$ cat src/hdl/lpm_pkg.sv
// ============================================================================
// lpm_pkg - route table package
// Request and response layouts, route record, search token and codes shared
// by the route table top level and its search cells.
// ============================================================================
package lpm_pkg;

   // Address width and the default number of routes held.
   localparam int ADDR_BITS           = 32;
   localparam int DEFAULT_TABLE_DEPTH = 64;

   // Request function codes.
   localparam logic FUNC_ADD    = 1'b0;
   localparam logic FUNC_LOOKUP = 1'b1;

   // Response status codes.
   localparam logic [1:0] ST_ADDED = 2'd0;
   localparam logic [1:0] ST_FULL  = 2'd1;
   localparam logic [1:0] ST_HIT   = 2'd2;
   localparam logic [1:0] ST_MISS  = 2'd3;

   // One request as it arrives on the input channel.
   typedef struct packed {
      logic                 func;
      logic [ADDR_BITS-1:0] address;
      logic [5:0]           prefix_len;
      logic [ADDR_BITS-1:0] next_hop_in;
      logic [3:0]           iface_in;
      logic [15:0]          metric_in;
      logic [1:0]           protocol_in;
   } req_type;

   // One response as it leaves on the result channel.
   typedef struct packed {
      logic [1:0]           status;
      logic [ADDR_BITS-1:0] match_network;
      logic [5:0]           match_prefix_len;
      logic [ADDR_BITS-1:0] match_next_hop;
      logic [3:0]           match_iface;
      logic [15:0]          match_metric;
      logic [1:0]           match_protocol;
   } rsp_type;

   // One stored route.
   typedef struct packed {
      logic [ADDR_BITS-1:0] network;
      logic [5:0]           prefix;
      logic [ADDR_BITS-1:0] next_hop;
      logic [3:0]           iface;
      logic [15:0]          metric;
      logic [1:0]           protocol;
   } route_type;

   // Search token handed from cell to cell during a lookup.
   typedef struct packed {
      logic                 valid;
      logic [ADDR_BITS-1:0] address;
      logic                 found;
      route_type            route;
   } token_type;

   // Prefix lengths above the address width are stored as a full host route.
   function automatic logic [5:0] sat_prefix(input logic [5:0] len);
      logic [5:0] res;
      res = len;
      if (len > 6'(ADDR_BITS)) begin
         res = 6'(ADDR_BITS);
      end
      return res;
   endfunction

   // Network mask for a prefix length of at most the address width.
   function automatic logic [ADDR_BITS-1:0] mask_of(input logic [5:0] len);
      logic [ADDR_BITS-1:0] ones;
      ones = '1;
      return ~(ones >> len);
   endfunction

endpackage

$ cat src/hdl/lpm_cell.sv
// ============================================================================
// lpm_cell - route table search cell
// Holds one route. A passing search token is compared against the route and
// takes it over when the cell is in use and the route matches, with either a
// strictly longer prefix or the token having found nothing yet.
// ============================================================================
module lpm_cell
   import lpm_pkg::*;
#(
   parameter int INDEX = 0,
   parameter int CNT_W = 7
) (
   input  logic             clock,
   input  logic             reset,
   input  logic             wr_en,
   input  route_type        wr_route,
   input  logic [CNT_W-1:0] route_count,
   input  token_type        prev_tok,
   output token_type        next_tok
);

   route_type            route_ff;
   token_type            tok_ff;
   token_type            tok_in;
   logic                 in_use;
   logic [ADDR_BITS-1:0] mask;
   logic                 hit;
   logic                 take;

   // Store the route when this cell is the next free slot.
   always_ff @(posedge clock) begin
      if (wr_en) begin
         route_ff <= wr_route;
      end
   end

   // Compare the token against the stored route; earlier cells win on a tie.
   always_comb begin
      in_use = CNT_W'(INDEX) < route_count;
      mask   = mask_of(route_ff.prefix);
      hit    = prev_tok.valid && in_use &&
               ((prev_tok.address & mask) == (route_ff.network & mask));
      take   = hit && (!prev_tok.found || (route_ff.prefix > prev_tok.route.prefix));
      tok_in = prev_tok;
      if (take) begin
         tok_in.found = 1'b1;
         tok_in.route = route_ff;
      end
   end

   // Hand the token on to the next cell.
   always_ff @(posedge clock) begin
      if (reset) begin
         tok_ff <= '0;
      end else begin
         tok_ff <= tok_in;
      end
   end

   assign next_tok = tok_ff;

endmodule
$ cat config.mk
export PLATFORM = sky130hd
export DESIGN_NAME = lpm_cell
export DESIGN_NICKNAME = d
export VERILOG_FILES = /design/src/hdl/lpm_pkg.sv /design/src/hdl/lpm_cell.sv
export SDC_FILE = /design/constraint.sdc
export NUM_CORES = 1
export LEC_CHECK = 0
export BUFFER_PORTS_ARGS = -buffer_cell sky130_fd_sc_hd__buf_2
export CAP_MARGIN = 20
export CORE_ASPECT_RATIO = 1.2
export CORE_MARGIN = 2
export CORE_UTILIZATION = 40
export DETAILED_ROUTE_END_ITERATION = 10
export PLACE_DENSITY = 0.68
export SETUP_SLACK_MARGIN = 0.5
export SKIP_LAST_GASP = 1
export SYNTH_ARGS = -nofsm -noshare
export SYNTH_HDL_FRONTEND = slang
export SYNTH_SLANG_ARGS = --single-unit
export TNS_END_PERCENT = 50
$ cat constraint.sdc
create_clock -name clock -period 3.8 [get_ports clock]
set_clock_uncertainty 0.15 [all_clocks]
set_input_delay 0.76 -clock clock [delete_from_list [all_inputs] [get_ports clock]]
set_output_delay 0.76 -clock clock [all_outputs]
set_load 0.1 [all_outputs]
After elaboration in Yosys (flattened, before gate mapping). Cells that the tools add are included.

Flip-flop bits (word level): 218. Latch bits: 0. Memory bits (writable): 0. Bits in read-only memories: 0. Input port bits: 228. Output and inout port bits: 126. Logic and storage cells: 28. Memories: 0.

Add/sub/neg operators: 0. Multiply operators: 0. Div/mod/pow operators: 0. Magnitude comparators: 2. Equal/unequal tests: 1. Shift-type cells: 1. Muxes and demuxes: 1. Bitwise logic cells: 3. Reduce and logical (&&, ||, !) cells: 5.

Operator list (count): 93-bit two-way mux (1); 32-bit bitwise AND (2); 32-bit == test (1); 32-bit NOT (1); 32-bit by 6-bit >> shifter with 32-bit output, first input constant (1); 1-bit by 7-bit less-than comparator with 1-bit output, first input constant (1); 6-bit greater-than comparator (1); 1-bit logical AND (3); 1-bit zero test (1); 1-bit logical OR (1).

Longest topological paths before layout.
Depth in word-level cells: 7. Mapped depth: 11. Depth with buffers taken out: 9.

Worst setup path before layout. Ideal clock, no wire load.

Path type: reg-to-reg. From: reg route_ff[59] in the netlist's numbering. To: reg tok_ff, in the netlist next_tok[56]. Setup time: 87 ps. Arrival time: 2484 ps. Required time: 3563 ps. Slack: 1079 ps. Stages on the path, launching flop included: 10. Buffers on the path: 2. Period minus slack after synthesis: 2721 ps. Path through: edfxtp_1 > buf_4 > or3_4 > a22oi_2 > o2111ai_1 > a2111oi_4 > nand4_2 > buf_2 > or4b_1 > o31ai_1.

Longest elaborated chain between the ends: 7. Elaborated cells on any way between the ends: 10. Those cells by class: 1 x order compare; 1 x eq/ne; 1 x shift; 1 x mux; 3 x bitwise; 3 x reduce/logical.

Ends and longest elaborated chain: start, declared (RTL line lpm_cell.sv:22) `route_type route_ff;`; start signal, assigned (RTL line lpm_cell.sv:33) `route_ff <= wr_route;`; 32-bit by 6-bit >> shifter with 32-bit output (RTL line lpm_pkg.sv:76) `return ~(ones >> len);`; 32-bit NOT (RTL line lpm_pkg.sv:76); 32-bit bitwise AND (RTL line lpm_cell.sv:42) `((prev_tok.address & mask) == (route_ff.network & mask));`; 32-bit == test (RTL line lpm_cell.sv:42); 1-bit logical AND (RTL line lpm_cell.sv:41) `hit = prev_tok.valid && in_use &&`; 1-bit logical AND * (RTL line lpm_cell.sv:43) `take = hit && (!prev_tok.found || (route_ff.prefix > prev_tok.route.prefix));`; 93-bit two-way mux * (RTL line lpm_cell.sv:45) `if (take) begin`; end signal, assigned (RTL line lpm_cell.sv:56) `tok_ff <= tok_in;`; end, declared (RTL line lpm_cell.sv:23) `token_type tok_ff;`.

Mark *: on every way between the ends. The rest lies on a longest branch, timed or not. A chain may end at the register's enable or synchronous reset.

Worst setup path after layout.
From: reg route_ff[59] in the netlist's numbering. To: reg tok_ff, in the netlist next_tok[50].

The elaborated chain is that of the path after synthesis.

==> Flow_metrics.wiki <==
{| class="wikitable"
! Metric !! Value
|-
| Filler Cells Inserted || 1862
|-
| Wire per inst || 16.9 microns
|-
| Worst path cell trace || or4_1 -> nor3_1 -> o22ai_1 -> a2111oi_2 -> nand4_2 -> nor2_4 -> buf_12 -> buf_12 -> mux2i_1
|-
| Predominant post-synthesis flop cell || sky130_fd_sc_hd__dfxtp_1
|-
| Routed vias/inst || 4.76
|-
| Number of flip-flops and latches in the synthesized netlist || 218
|-
| Critical Path Sink Type || register
|-
| Die span in x || around 140 microns
|-
| CP max-delay cell || sky130_fd_sc_hd__or4_1
|-
| Most common cell after layout, fill and taps aside || sky130_fd_sc_hd__buf_2
|-
| Post-route DRC violation count || 0
|-
| Fraction of final layout cells sized beyond drive strength 1 || 0.387
|-
| Signed area change from the synthesized netlist to the final layout || 32.4%
|-
| Top cell family by delay on the critical path || simple AND/OR/NAND/NOR gates
|-
| Total wire length || approximately 23000 microns
|-
| Post-detail-place hpwl || approximately 17000 microns
|-
| Post-route clock period utilization || 0.807
|-
| # IOs || 354
|-
| Transition time at the pin with the least slew margin || 0.954 ns
|-
| GRT Overall Usage || 0.190
|-
| Final Hold Viols || 0
|-
| Number of levels in the clock H-tree || 1
|-
| Standard-cell rows || 58
|-
| Worst-case headroom to the max-slew limit || 0.360
|-
| Worst Path Arrival || between 3 and 4 ns
|-
| Library cells used by synthesis || 50
|-
| Worst-path fanout max || 35
|-
| Number of iterations in the first detailed-routing pass || 6
|-
| Final Cell Area || between 10000 and 15000 sq um
|-
| Fraction of registers with async set/reset || 0
|-
| Port Buffers || about 350
|-
| Global placer's final weighted congestion || between 0.8 and 0.9
|-
| Status || finished, final reports clean
|-
| CP Buf/Inv Count || 2
|-
| Final non-filler cell total || roughly 1300
|-
| Max Buffers Root-to-Sink || 3
|-
| Initial drt markers || roughly 280
|-
| Unrepaired setup endpoints after global routing || no
|-
| Worst Path Required || just over 4 ns
|-
| Fraction of the yosys area taken by sequential cells || 0.611
|-
| Total instance count after detailed placement || 1287
|-
| Post-Syn Area || 8650 sq um
|-
| Vias || approximately 6400
|-
| Delay of the slowest cell on the worst path || 0.60 ns
|-
| Total of warnings raised by yosys || 0
|-
| Synth Net Count || 930
|-
| Most numerous cell on the critical path || sky130_fd_sc_hd__buf_12
|-
| Pin count of the biggest net entering global routing || ~120
|-
| Fmax || 326 MHz
|-
| TNS Setup || 0 ns
|-
| Wire length of the first global-routing pass || 34000 microns
|-
| Number of enable flip-flop cells after synthesis || 92
|-
| TritonCTS Buffers || 23
|-
| LEAKAGE || 4.91 nW
|-
| Std-Cell Core Area || 21100 sq um
|-
| Via count of the first global-routing pass || slightly above 6000
|-
| Buffer cell driving the clock tree root || sky130_fd_sc_hd__clkbuf_16
|-
| Max capacitance violation total || 0
|-
| Final Critical Period || between 3 and 4 ns
|-
| Clock slew seen by the registers of the worst setup and hold paths || approximately 0.060 ns
|-
| HP Class || input pin to register
|-
| P per Cell Area || ~500 nW/um^2
|-
| Number of sinks handled by clock tree synthesis || roughly 220
|-
| Remaining number of nets flagged by the antenna check after routing || 0
|-
| Antenna violations before repair || 4
|-
| Mean instance size in the synthesized netlist || approximately 12 sq um
|-
| Clock tree from TritonCTS || built
|-
| Initial core utilization || 0.410
|-
| Critical path startpoint category || register
|-
| Setup violation total in the final timing report || 0
|-
| Worst setup path class || register to register
|-
| Commonest cells after routing, fill and taps aside || 351 x sky130_fd_sc_hd__buf_2, 172 x sky130_fd_sc_hd__nand2b_1, 126 x sky130_fd_sc_hd__dfxtp_1, 92 x sky130_fd_sc_hd__edfxtp_1, 86 x sky130_fd_sc_hd__mux2i_1
|-
| Sum of overflow across all layers after global routing || 0
|-
| Number of nets at the end of the flow || about 1300
|-
| Worst supply voltage drop on vdd || 0.403 mV
|-
| Fin. max-slew vios || 0
|-
| Number of buffers added to fix hold violations after cts || 0
|-
| Die Area || ~23000 sq um
|-
| Post-synthesis instance total || approximately 700
|-
| Source-to-sink clock delay at the later pin of the worst-skew pair || 0.50 ns
|-
| Die height || about 170 microns
|-
| Placed Area || around 11000 sq um
|}
## metrics by stage
step / power (mW) / hold WS [ns] / utilization / setup WS (ns)
CTS: 5.80 / 0.256 / 0.538 / 0.501
global placement: 3.75 / 0.345 / 0.506 / 0.582
detailed placement: 3.76 / 0.358 / 0.506 / 0.510
global route: 5.96 / 0.256 / 0.542 / 0.552
floorplan: 3.46 / 0.341 / - / 1.08
finish: 5.73 / 0.284 / 0.542 / 0.735
## synth_stat cells (all sizes together), types with 4 or more instances
library cell / instances / share of area
buf: 12 / 0.0081
nor3: 6 / 0.0035
nand2b: 172 / 0.12
inv: 11 / 0.0048
edfxtp: 92 / 0.32
xnor2: 12 / 0.012
ha: 6 / 0.0087
nor2b: 35 / 0.025
nor2: 8 / 0.0043
nand2: 4 / 0.0017
a21oi: 14 / 0.0081
clkbuf: 30 / 0.013
xor2: 20 / 0.020
mux2i: 86 / 0.099
a31oi: 4 / 0.0029
or4b: 4 / 0.0046
dfxtp: 126 / 0.29
o21ai: 11 / 0.0064
## per-layer routing
metal | up-vias | part of all wire | wire length (microns) | track usage
met5 | - | 0.0016 | 36 | 0
met4 | 6 | 0.026 | 595 | 0.0649
met3 | 48 | 0.093 | 2120 | 0.0660
met2 | 293 | 0.51 | 11600 | 0.346
met1 | 2910 | 0.37 | 8300 | 0.207
li1 | 3110 | - | - | -
## path summary, 6_finish.rpt
kind,from,end,slack [ns],depth (start not counted)
max,route_ff[59]$_DFFE_PP_,next_tok[50]$_SDFF_PP0_,0.74,9
min reg2reg,route_ff[39]$_DFFE_PP_,next_tok[39]$_SDFF_PP0_,0.36,2
max reg2reg,route_ff[59]$_DFFE_PP_,next_tok[50]$_SDFF_PP0_,0.74,9
min,wr_route[8],route_ff[8]$_DFFE_PP_,0.28,1
## flip-flops by register name, indices dropped and copies added (netlist names)
| name | flops |
|---|---|
| next_tok | 126 |
| route_ff | 92 |
## area by class of cell
type	instances	area, sq um	share of cell area
Sequential cell	218	5290	0.461
Multi-Input combinational cell	425	3150	0.275
Timing Repair Buffer	373	1980	0.172
Clock buffer	29	608	0.0531
Tap cell	270	338	0.0295
Clock inverter	11	57.6	0.00502
Inverter	11	41.3	0.00360
Antenna cell	2	5.00	0.000437
## report_power, final
group / internal (mW) / total [mW] / switching, mW
Clock: 1.13 / 2.01 / 0.880
Combinational: 0.275 / 1.05 / 0.777
Sequential: 2.60 / 2.66 / 0.0625
## logic make-up (layout without fill, tap and decap cells)
family | after synthesis | in the layout | synth area share
buf+inv | 53 | 424 | 0.0259
mux | 86 | 86 | 0.0995
fa+ha+maj | 6 | 6 | 0.00867
compound gates | 58 | 58 | 0.0477
other cells | 0 | 2 | 0
flops | 218 | 218 | 0.611
simple gates | 243 | 243 | 0.175
xor+xnor | 32 | 32 | 0.0324
## what timing repair did
item / in CTS / in global routing
buffers inserted: 0 / 10
resized for setup: 1 / 0
setup endpoints to repair: 2 / 85
pin swaps: 0 / 1
## worst register-to-register path: stages, from the launching register on
cell,delay [ns]
sky130_fd_sc_hd__edfxtp_1,0.49
sky130_fd_sc_hd__or4_1,0.61
sky130_fd_sc_hd__nor3_1,0.27
sky130_fd_sc_hd__o22ai_1,0.15
sky130_fd_sc_hd__a2111oi_2,0.33
sky130_fd_sc_hd__nand4_2,0.18
sky130_fd_sc_hd__nor2_4,0.17
sky130_fd_sc_hd__buf_12,0.13
sky130_fd_sc_hd__buf_12,0.24
sky130_fd_sc_hd__mux2i_1,0.28
Power figures use the tool's default switching activity.
